File: config.mk
export PLATFORM = sky130hd
export DESIGN_NAME = sincos_fifo
export DESIGN_NICKNAME = d
export VERILOG_FILES = /design/src/sv/sincos_pkg.sv /design/src/sv/sincos_fifo.sv
export SDC_FILE = /design/constraint.sdc
export NUM_CORES = 1
export LEC_CHECK = 0
export BUFFER_PORTS_ARGS = -buffer_cell sky130_fd_sc_hd__buf_2
export CAP_MARGIN = 20
export CELL_PAD_IN_SITES_DETAIL_PLACEMENT = 1
export CELL_PAD_IN_SITES_GLOBAL_PLACEMENT = 2
export CORE_UTILIZATION = 40
export CTS_CLUSTER_DIAMETER = 80
export DETAILED_ROUTE_END_ITERATION = 10
export PLACE_DENSITY_LB_ADDON = 0.08
export SLEW_MARGIN = 25
export SYNTH_ARGS = -nofsm -noshare
export SYNTH_HDL_FRONTEND = slang
export SYNTH_SLANG_ARGS = --single-unit
File: constraint.sdc
create_clock -name clk -period 3.27 [get_ports clk]
set_clock_uncertainty 0.2 [all_clocks]
set_input_delay 0.1635 -clock clk [delete_from_list [all_inputs] [get_ports clk]]
set_output_delay 0.1635 -clock clk [all_outputs]
set_load 0.01 [all_outputs]
File: src/sv/sincos_pkg.sv
// shared types, constants and arithmetic helpers for the sine/cosine unit
package sincos_pkg;

  // default formats of the angle and the result
  localparam int ANGLE_FRAC_BITS_DEF  = 24;
  localparam int RESULT_FRAC_BITS_DEF = 30;

  // internal widths
  localparam int WIDE_W    = 56;  // signed angle scaled to 32 fraction bits
  localparam int REM_W     = 35;  // remainder modulo 2pi
  localparam int RED_STEPS = 19;  // one conditional subtract of 2pi*2^k per stage
  localparam int HORNER_N  = 5;

  typedef logic [REM_W-1:0] rem_t;

  // constants with 32 fraction bits
  localparam logic [REM_W-1:0] Q_PI         = 35'h3243F6A89;
  localparam logic [REM_W-1:0] Q_HALF_PI    = 35'h1921FB544;
  localparam logic [REM_W-1:0] Q_QUARTER_PI = 35'h0C90FDAA2;
  localparam logic [REM_W-1:0] Q_TWO_PI     = 35'h6487ED512;
  // multiple of 2pi that lifts any scaled angle above zero
  localparam logic [WIDE_W-1:0] Q_OFFSET    = WIDE_W'(Q_TWO_PI) << (RED_STEPS - 2);

  localparam logic [63:0] Q_ONE = 64'h1_0000_0000;
  localparam logic [63:0] R2  = (Q_ONE + 64'd2 / 2) / 64'd2;
  localparam logic [63:0] R3  = (Q_ONE + 64'd6 / 2) / 64'd6;
  localparam logic [63:0] R4  = (Q_ONE + 64'd24 / 2) / 64'd24;
  localparam logic [63:0] R5  = (Q_ONE + 64'd120 / 2) / 64'd120;
  localparam logic [63:0] R6  = (Q_ONE + 64'd720 / 2) / 64'd720;
  localparam logic [63:0] R7  = (Q_ONE + 64'd5040 / 2) / 64'd5040;
  localparam logic [63:0] R8  = (Q_ONE + 64'd40320 / 2) / 64'd40320;
  localparam logic [63:0] R9  = (Q_ONE + 64'd362880 / 2) / 64'd362880;
  localparam logic [63:0] R10 = (Q_ONE + 64'd3628800 / 2) / 64'd3628800;
  localparam logic [63:0] R11 = (Q_ONE + 64'd39916800 / 2) / 64'd39916800;

  // per-stage data in the polynomial pipeline
  typedef struct packed {
    logic [31:0] x;
    logic [31:0] x2;
    logic [32:0] t;
    logic        neg;
    logic        cosf;
  } bk_t;

  // rounded product with 32 fraction bits
  function automatic logic [32:0] qmul(input logic [31:0] a, input logic [32:0] b);
    logic [64:0] p;
    p = 65'(a) * 65'(b) + 65'h0_8000_0000;
    return p[64:32];
  endfunction

  // horner coefficient by step, sine or cosine series
  function automatic logic [32:0] coef(input logic cosf, input logic [2:0] idx);
    logic [63:0] c;
    case (idx)
      3'd0:    c = cosf ? R10 : R11;
      3'd1:    c = cosf ? R8  : R9;
      3'd2:    c = cosf ? R6  : R7;
      3'd3:    c = cosf ? R4  : R5;
      3'd4:    c = cosf ? R2  : R3;
      default: c = Q_ONE;
    endcase
    return c[32:0];
  endfunction

endpackage

File: src/sv/sincos_fifo.sv
// short queue of reduced angles between the front and back parts
module sincos_fifo (
  input  logic             clk,
  input  logic             rst_n,
  input  logic             push_valid,
  output logic             push_ready,
  input  sincos_pkg::rem_t push_data,
  output logic             pop_valid,
  input  logic             pop_ready,
  output sincos_pkg::rem_t pop_data
);
  import sincos_pkg::*;

  localparam int DEPTH = 4;
  localparam int AW    = $clog2(DEPTH);

  rem_t          mem_r [DEPTH];
  logic [AW-1:0] wp_r, wp_nxt, rp_r, rp_nxt;
  logic [AW:0]   cnt_r, cnt_nxt;
  logic          push, pop;

  assign push_ready = (cnt_r != (AW+1)'(DEPTH));
  assign pop_valid  = (cnt_r != '0);
  assign pop_data   = mem_r[rp_r];
  assign push       = push_valid && push_ready;
  assign pop        = pop_valid && pop_ready;

  // pointer and count update
  always_comb begin
    wp_nxt  = push ? wp_r + 1'b1 : wp_r;
    rp_nxt  = pop ? rp_r + 1'b1 : rp_r;
    cnt_nxt = cnt_r + (AW+1)'(push) - (AW+1)'(pop);
  end

  always_ff @(posedge clk) begin
    if (!rst_n) begin
      wp_r  <= '0;
      rp_r  <= '0;
      cnt_r <= '0;
    end else begin
      wp_r  <= wp_nxt;
      rp_r  <= rp_nxt;
      cnt_r <= cnt_nxt;
    end
  end

  // storage
  always_ff @(posedge clk) begin
    if (push) begin
      mem_r[wp_r] <= push_data;
    end
  end

endmodule

==> results.py <==
metrics = {
    "floorplanning": {
        "die_width_um": 120,
        "die_area_um2": 14400,
        "dieHeight_um": 120,
        "start_util_pct": 41.6,
        "rows": 42,
        "core_area_um2": 13400,
        "pin_count": 76,
    },
    "sta": {
        "rsz0062_at_grt": "false",
        "hold_violations": 0,
        "period_share_pct": 79.6,
        "period_minus_slack_ns": 2.60,
        "fin_ws_ns": 0.668,
        "tns_ns": 0,
        "max_freq_ghz": 0.384,
        "worst_pin_slew_ns": 0.692,
        "relSlewSlack_pct": 53.9,
        "slew_viol_final": 0,
        "holdWs_ns": 0.0194,
        "setup_viol": 0,
    },
    "detailed_routing": {
        "wl_per_cell_um": 18.3,
        "ant_nets": 0,
        "vias": 2663,
        "drtIter0Drc": 191,
        "remaining_drc_errors": 0,
        "first_pass_iters": 4,
        "wl_um": 10000,
        "viasPerCell": 4.85,
    },
    "place": {
        "hpwl_um": 5870,
        "portBuffers": 75,
        "gp_congestion": 0.730,
        "dp_slack_ns": 0.656,
        "placed_cell_area_um2": 6150,
        "dp.cells": 482,
    },
    "min_path": {
        "hp-class": "input port to flip-flop",
    },
    "global_routing": {
        "grt_usage_pct": 15.3,
        "grt_pass1_wl_um": 15500,
        "grt_max_degree": 36,
        "grt_overflow": 0,
        "grt_pass1_vias": 2854,
        "antenna_found_initial": 0,
    },
    "cts": {
        "clk_path_buf_depth": 2,
        "htree_levels": 4,
        "cts_sinks": 149,
        "cts_root_buffer": "clkbuf_16",
        "worstSkewPairLatency_ns": 0.41,
        "cts_tree": "built",
        "cts_buffers": 17,
        "clk_pin_slew_ns": 0.05,
    },
    "layout": {
        "synthToLayoutAreaGrowth_pct": 25.5,
        "fin_area_um2": 7000,
        "final_layout_size_suffix_gt1_share_pct": 38.1,
        "nNetsFinal": 407,
        "antenna-diode-count": 0,
        "fin_cells": 549,
    },
    "setup_path": {
        "critPathLaunchType": "flip-flop",
        "endpoint_kind": "output port",
        "critPathKind": "flip-flop to output port",
        "cp_max_fo": 20,
        "worstPathRequired_ns": 2.91,
        "cp_data_arrival_time_ns": 2.24,
    },
    "power_and_ir_drop": {
        "p_per_area_nw_per_um2": 739,
        "irDropWorstVdd_mv": 0.361,
        "total_leakage_power_nw": 2.42,
    },
    "logic_synthesis": {
        "synth_cell_types": 22,
        "ys_seq_elements": 149,
        "syn_area_per_cell_um2": 24.1,
        "synthCells": 231,
        "synth_area_um2": 5580,
        "yosys_warnings": 0,
        "synth_fp_nets": 277,
        "ys_seq_area_share_pct": 78.6,
    },
    "run": {
        "drv_cap": 0,
    },
    "status": {
        "status": "complete, no violations",
    },
}
==> power by group <==
group	total, mW	switching [mW]	internal (mW)	leakage [nW]
combinational	1.10	0.525	0.578	0.831
clock	1.61	0.663	0.950	0.234
sequential	2.46	0.136	2.32	1.36
==> worst max-delay path: stages, from the launching register on <==
cell	delay [ns]
dfxtp_2	0.77
buf_4	0.30
mux4_1	0.58
buf_2	0.16
==> flip-flops by register name (all words and copies together), names as in the netlist, named ones only <==
register,count
mem_r,140
wp_r,2
cnt_r,3
rp_r,2
==> cell type report <==
class                   count  area (um^2)
inverters                   5         18.8
clock inverters             7         33.8
repair buffers            120          803
multi-input cells          68         1080
flip-flops and latches    149         4390
well taps                 176          220
clock buffers              24          452
fillers                  1243         6400
==> placed cells by master, fill, tap and decap left out <==
cell and n:
mux4_2 30, mux2i_1 2, xnor2_1 4, o311ai_1 1, clkinv_1 3, clkinvlp_4 1, and2_2 4, clkbuf_1 7
fa_1 1, a21boi_2 1, dfxtp_2 2, edfxtp_1 140, or3_1 1, buf_4 9, mux4_1 5, clkbuf_16 17
nand2_1 5, nor2_1 1, and2_1 3, o31a_1 1, nor2b_1 3, clkinv_2 3, buf_2 75, dlygate4sd3_1 36
ha_1 6, dfxtp_1 7, inv_1 5
==> cells by family after synthesis <==
kind of cell	Yosys count	share of synthesized area [%]
and+or+nand+nor	17	1.64
DFF	149	78.6
buffers and inverters	14	2.04
xor gates and xnor gates	4	0.628
muxes	37	14.8
adders and majority gates	7	1.71
AOI/OAI and AO/OA	3	0.516
==> path summary, 6_finish.rpt <==
check / startpoint / endpoint / slack, ns / cells after the start
setup reg to reg: cnt_r[1]$_SDFF_PN0_ / cnt_r[2]$_SDFF_PN0_ / 0.69 / 11
hold reg to reg: wp_r[1]$_SDFFE_PN0P_ / wp_r[1]$_SDFFE_PN0P_ / 0.30 / 2
setup / recovery: flip-flop / pop_data[33] / 0.67 / 3
hold / removal: push_valid / wp_r[1]$_SDFFE_PN0P_ / 0.02 / 3
==> cell usage after synthesis <==
cell        n  area share (%)
inv_1       5            0.34
nor2b_1     3            0.34
o311ai_1    1            0.16
xnor2_1     4            0.63
or3_1       1            0.11
mux4_2     30              12
buf_12      3             1.1
clkbuf_1    1           0.067
nand2_1     5            0.34
ha_1        6             1.3
fa_1        1            0.36
mux2i_1     2            0.36
mux4_1      5             2.4
buf_6       1            0.20
dfxtp_1     9             3.2
edfxtp_1  140              75
buf_2       3            0.27
nor2_1      1           0.067
a21boi_2    1            0.20
and2_1      7            0.79
o31a_1      1            0.16
clkbuf_2    1           0.090
==> stage by stage <==
stage | util (%) | total power [mW]
global route | 52.2 | 5.42
floorplan | - | 3.23
CTS | 52.2 | 5.27
global placement | 45.9 | 3.59
finish | 52.2 | 5.17
detailed placement | 45.9 | 3.60
==> timing repair <==
action	4_1_cts	5_1_grt
hold endpoints to repair	149	0
buffers inserted	0	0
resized for setup	0	0
hold buffers	36	0
==> routing by layer <==
layer	track usage, %	wire length (um)	vias to the layer above
met5	0	0	-
met1	19.0	4400	1370
met2	24.2	5090	58
met3	4.18	355	15
met4	8.67	201	0
li1	-	-	1220
Power figures use the tool's default switching activity.
