File: src/sv/sincos_pkg.sv
// shared types, constants and arithmetic helpers for the sine/cosine unit
package sincos_pkg;

  // default formats of the angle and the result
  localparam int ANGLE_FRAC_BITS_DEF  = 24;
  localparam int RESULT_FRAC_BITS_DEF = 30;

  // internal widths
  localparam int WIDE_W    = 56;  // signed angle scaled to 32 fraction bits
  localparam int REM_W     = 35;  // remainder modulo 2pi
  localparam int RED_STEPS = 19;  // one conditional subtract of 2pi*2^k per stage
  localparam int HORNER_N  = 5;

  typedef logic [REM_W-1:0] rem_t;

  // constants with 32 fraction bits
  localparam logic [REM_W-1:0] Q_PI         = 35'h3243F6A89;
  localparam logic [REM_W-1:0] Q_HALF_PI    = 35'h1921FB544;
  localparam logic [REM_W-1:0] Q_QUARTER_PI = 35'h0C90FDAA2;
  localparam logic [REM_W-1:0] Q_TWO_PI     = 35'h6487ED512;
  // multiple of 2pi that lifts any scaled angle above zero
  localparam logic [WIDE_W-1:0] Q_OFFSET    = WIDE_W'(Q_TWO_PI) << (RED_STEPS - 2);

  localparam logic [63:0] Q_ONE = 64'h1_0000_0000;
  localparam logic [63:0] R2  = (Q_ONE + 64'd2 / 2) / 64'd2;
  localparam logic [63:0] R3  = (Q_ONE + 64'd6 / 2) / 64'd6;
  localparam logic [63:0] R4  = (Q_ONE + 64'd24 / 2) / 64'd24;
  localparam logic [63:0] R5  = (Q_ONE + 64'd120 / 2) / 64'd120;
  localparam logic [63:0] R6  = (Q_ONE + 64'd720 / 2) / 64'd720;
  localparam logic [63:0] R7  = (Q_ONE + 64'd5040 / 2) / 64'd5040;
  localparam logic [63:0] R8  = (Q_ONE + 64'd40320 / 2) / 64'd40320;
  localparam logic [63:0] R9  = (Q_ONE + 64'd362880 / 2) / 64'd362880;
  localparam logic [63:0] R10 = (Q_ONE + 64'd3628800 / 2) / 64'd3628800;
  localparam logic [63:0] R11 = (Q_ONE + 64'd39916800 / 2) / 64'd39916800;

  // per-stage data in the polynomial pipeline
  typedef struct packed {
    logic [31:0] x;
    logic [31:0] x2;
    logic [32:0] t;
    logic        neg;
    logic        cosf;
  } bk_t;

  // rounded product with 32 fraction bits
  function automatic logic [32:0] qmul(input logic [31:0] a, input logic [32:0] b);
    logic [64:0] p;
    p = 65'(a) * 65'(b) + 65'h0_8000_0000;
    return p[64:32];
  endfunction

  // horner coefficient by step, sine or cosine series
  function automatic logic [32:0] coef(input logic cosf, input logic [2:0] idx);
    logic [63:0] c;
    case (idx)
      3'd0:    c = cosf ? R10 : R11;
      3'd1:    c = cosf ? R8  : R9;
      3'd2:    c = cosf ? R6  : R7;
      3'd3:    c = cosf ? R4  : R5;
      3'd4:    c = cosf ? R2  : R3;
      default: c = Q_ONE;
    endcase
    return c[32:0];
  endfunction

endpackage

File: src/sv/sincos_front.sv
// front part: scales the angle, applies the cosine shift and reduces modulo 2pi
module sincos_front #(
  parameter int ANGLE_FRAC_BITS = sincos_pkg::ANGLE_FRAC_BITS_DEF
) (
  input  logic              clk,
  input  logic              rst_n,
  input  logic              in_tvalid,
  output logic              in_tready,
  input  logic [31:0]       angle,
  input  logic              mode,
  output logic              rem_valid,
  input  logic              rem_ready,
  output sincos_pkg::rem_t  rem
);
  import sincos_pkg::*;

  localparam int SHIFT = 32 - ANGLE_FRAC_BITS;

  logic [RED_STEPS:0]  v_r;
  logic [WIDE_W-1:0]   u_r   [RED_STEPS+1];
  logic [WIDE_W-1:0]   u_nxt [RED_STEPS+1];
  logic                en;

  // whole pipeline holds while the last stage cannot hand off
  assign en        = !(v_r[RED_STEPS] && !rem_ready);
  assign in_tready = en;
  assign rem_valid = v_r[RED_STEPS];
  assign rem       = u_r[RED_STEPS][REM_W-1:0];

  // scale to 32 fraction bits, shift for cosine, lift above zero
  always_comb begin
    logic signed [WIDE_W-1:0] a;
    a = signed'({{(WIDE_W-32){angle[31]}}, angle}) <<< SHIFT;
    if (mode) begin
      a = signed'(WIDE_W'(Q_HALF_PI)) - a;
    end
    u_nxt[0] = unsigned'(a) + Q_OFFSET;
  end

  // one conditional subtract of 2pi*2^k per stage, largest first
  for (genvar j = 0; j < RED_STEPS; j++) begin : g_red
    localparam logic [WIDE_W-1:0] M = WIDE_W'(Q_TWO_PI) << (RED_STEPS - 1 - j);
    always_comb begin
      u_nxt[j+1] = (u_r[j] >= M) ? u_r[j] - M : u_r[j];
    end
  end

  // valid bits
  always_ff @(posedge clk) begin
    if (!rst_n) begin
      v_r <= '0;
    end else if (en) begin
      v_r <= {v_r[RED_STEPS-1:0], in_tvalid};
    end
  end

  // data stages
  always_ff @(posedge clk) begin
    if (en) begin
      for (int i = 0; i <= RED_STEPS; i++) begin
        u_r[i] <= u_nxt[i];
      end
    end
  end

endmodule

File: config.mk
export PLATFORM = sky130hd
export DESIGN_NAME = sincos_front
export DESIGN_NICKNAME = d
export VERILOG_FILES = /design/src/sv/sincos_pkg.sv /design/src/sv/sincos_front.sv
export SDC_FILE = /design/constraint.sdc
export NUM_CORES = 2
export LEC_CHECK = 0
export BUFFER_PORTS_ARGS = -buffer_cell sky130_fd_sc_hd__buf_2
export CAP_MARGIN = 20
export CORE_MARGIN = 5
export CORE_UTILIZATION = 40
export CTS_CLUSTER_DIAMETER = 120
export DETAILED_ROUTE_END_ITERATION = 10
export RECOVER_POWER = 100
export SLEW_MARGIN = 5
export SYNTH_ARGS = -nofsm -noshare
export SYNTH_HDL_FRONTEND = slang
export SYNTH_SLANG_ARGS = --single-unit
File: constraint.sdc
create_clock -name clk -period 75.9 [get_ports clk]
set_input_delay 15.18 -clock clk [delete_from_list [all_inputs] [get_ports clk]]
set_output_delay 15.18 -clock clk [all_outputs]
set_load 0.03 [all_outputs]
==> impl_metrics.yaml <==
status:
  status: "finished, violations left"
  violations: "capacitance limit, slew limit"
global_route:
  grt_antenna_before_repair: 1
  grt_pass1_vias: 32000
  gr-total-overflow: 0
  grt_first_pass_wirelength_um: 173000
  grt_usage: 0.161
  grt_max_degree: 188
logic_synthesis:
  yosysSeqAreaShare: 0.581
  avgSynthCellArea_um2: 11.5
  synth_edf_count: 963
  yosysUniqueCellTypes: 87
  yosys_warnings: 0
  ys.flop_type: "edfxtp_1"
  syn_inst: 4391
  async_reset_ff_frac: 0
  syn_area_um2: 50500
  synth-seq-cells: 983
routing:
  post-route-drc-count: 0
  postRouteAntennaNets: 0
  drtIter0Drc: 2106
  dr.pass1.iters: 6
  avgRoutedWirePerCell_um: 17.5
  routed_wl_um: 109000
  vias: 33100
  viasPerCell: 5.32
worst_setup_path:
  rr_startpoint: "v_r[19]"
  crit_top_cell: "clkbuf_1"
  path_delay_family: "buffers and inverters"
  endpoint_kind: "primary output"
  reg2reg_to: "u_r[1][66]"
  reg2reg_depth: 6
  critPathBufInv: 4
  critPathKind: "input pin to primary output"
  cpMaxStageDelayCell: "clkinvlp_2"
  path_cells: "buf_2, nor2b_1, clkbuf_1, clkinvlp_2, clkbuf_1"
  cp.arrival_ps: 19970
  r2r_slack_ps: 60340
  slowest_delay_ps: 2910
  crit_required_ps: 60720
  start_kind: "input pin"
  worst-path-max-fanout: 78
finish:
  drive_gt1_frac: 0.0545
  fin_nets: 4541
  n_antenna_cell: 0
  synthToLayoutAreaGrowth_pct: 10.9
  fillCellCount: 11700
job:
  drv_cap: 13
clocking:
  h-tree-depth: 3
  cts_tree: "yes"
  root_buffer: "clkbuf_16"
  post_cts_resized: 0
  cts_buffers: 109
  cts_hold_buf: 0
  cts.sinks: 983
  insertion_delay_ps: 710
  clk_path_buf_depth: 3
  cts.clk_slew.worst_paths_ps: 60
  cts_setup_buffers: 0
timing:
  fmax_mhz: 28.5
  fin_setup_tns_ps: 0
  finalHoldViolCount: 0
  setup_viol: 0
  worst_pin_slew_ps: 9480
  skew_ps: 54.2
  slew_headroom: -5.32
  timing.final.crit_share: 0.463
  post-route-min-period_ps: 35150
  rsz0062_at_grt: "no"
  slew_violations: 1097
pwr:
  power.density_nw_per_um2: 43.0
  leakagePower_uw: 0.0203
  p_total_uw: 2410
  max-vdd-ir-drop_uv: 21.1
place:
  gp_congestion: 0.853
  port_buffers: 72
  dp_hpwl_um: 79700
floorplanning:
  die_w_um: 365
  ioPinCount: 74
  die_area_um2: 133000
  fp.dieH_um: 365
  core_um2: 126000
  start_util: 0.402
  rows: 130
hold_path:
  hp-start: "u_r[0][14]"
  hp-class: "register to register"
  hold_path_depth: 0
  whs_endpoint: "u_r[0][70]"
-- report_power, final --
part | leakage (µW) | internal, µW | total (µW) | switching (µW)
sequential | 0.0104 | 932 | 1190 | 256
combinational | 0.00810 | 305 | 682 | 377
clock | 0.00178 | 319 | 536 | 217
total | 0.0203 | 1560 | 2410 | 850
-- through the flow --
| step | hold WS, ps | std cells | utilization | worst slack, ps | cell area, µm² |
|---|---|---|---|---|---|
| 2_1_floorplan | 400 | 4394 | - | 19010 | 50500 |
| 3_3_place_gp | 401 | 6014 | 0.418 | 44310 | 52500 |
| 3_5_place_dp | 405 | 6015 | 0.418 | 44310 | 52500 |
| 4_1_cts | 387 | 6217 | 0.447 | 44300 | 56200 |
| 5_1_grt | 401 | 6218 | 0.446 | 40210 | 56000 |
| 6_report | 389 | 6218 | 0.446 | 40750 | 56000 |
-- cell usage in the layout, fill, tap and decap left out, drive strengths merged, types with 37 or more instances in the layout --
cell      n
edfxtp  963
nor2    413
xnor2   407
xor2    396
nand2   391
clkbuf  195
nor3    178
o21ai   176
a21oi   154
nand3   125
nor4    115
inv     107
or3      61
nand2b   56
nand4    51
and3     49
a21o     48
or4      46
clkinv   43
a21boi   37
-- worst reg2reg max path, stage by stage, from the launching register on --
cell,delay (ps)
dfxtp_1,310
nor2b_1,120
clkbuf_1,380
clkinvlp_2,2170
clkbuf_1,2380
clkbuf_1,6240
clkbuf_1,3470
-- cells in the mapped netlist (7+ instances only) --
cell       count  area share
o31ai_1       32      0.0048
nor4_1       114       0.014
xor2_1       396       0.069
nand4b_1       8      0.0014
nor2_1       413       0.031
a31o_2        10      0.0017
o21bai_1       8      0.0012
nand3b_1      19      0.0028
nor3b_1       17      0.0025
nor2b_1       31      0.0038
and2_1        33      0.0041
inv_1        103      0.0077
nand3_1      123       0.012
o31a_1         9      0.0016
and3_1        49      0.0061
buf_1          7     0.00052
nor3_1       178       0.018
o211ai_1      29      0.0043
nand4_1       51      0.0063
a31oi_1       29      0.0036
and4_1        11      0.0019
a211o_1        7      0.0012
o2111ai_1      7      0.0012
ha_1          27      0.0067
a21o_1        48      0.0071
a21boi_0      36      0.0054
xnor2_1      407       0.071
or3_1         61      0.0076
edfxtp_1     963        0.57
o21a_1        29      0.0043
o21ai_0      172       0.017
nand2_1      391       0.029
or4_1         44      0.0065
nand2b_1      56      0.0069
clkbuf_1      67      0.0050
a21oi_1      153       0.015
buf_4         37      0.0055
a211oi_1      29      0.0043
dfxtp_1       20      0.0079
or2_2         28      0.0035
nor4b_1       18      0.0031
-- worst max-delay path by stage --
stage / from / slack (ps) / depth (start not counted) / end
global placement: rem_ready / 44310 / 5 / in_tready
global route: rem_ready / 40210 / 5 / in_tready
CTS: rem_ready / 44300 / 5 / in_tready
detailed placement: rem_ready / 44310 / 5 / in_tready
floorplan: rem_ready / 19010 / 3 / in_tready
finish: rem_ready / 40750 / 5 / in_tready
-- area by class of cell --
cell class | count | area (µm²) | share of cell area
repair buffers | 92 | 389 | 0.00695
multi-input cells | 3184 | 20100 | 0.360
well taps | 1650 | 2060 | 0.0369
inverters | 107 | 404 | 0.00722
clock buffers | 137 | 2900 | 0.0517
flip-flops and latches | 983 | 29300 | 0.524
clock inverters | 65 | 785 | 0.0140
-- kinds of logic after synthesis --
group           synth area share
simple gates               0.165
flops                      0.581
xor+xnor                   0.139
compound gates            0.0866
buf+inv                   0.0203
fa+ha+maj                0.00669
mux                      0.00186
other cells             0.000149
-- routing by layer --
metal | GRT usage | routed length, µm | part of all wire
met4 | 0.0517 | 2780 | 0.026
met5 | 0 | 0 | 0
met3 | 0.0211 | 3690 | 0.034
met2 | 0.295 | 56300 | 0.52
met1 | 0.196 | 45800 | 0.42
-- flip-flops by register name, summed over array words and instances (netlist names) --
name	count
u_r	963
v_r	20
Power figures use the tool's default switching activity.
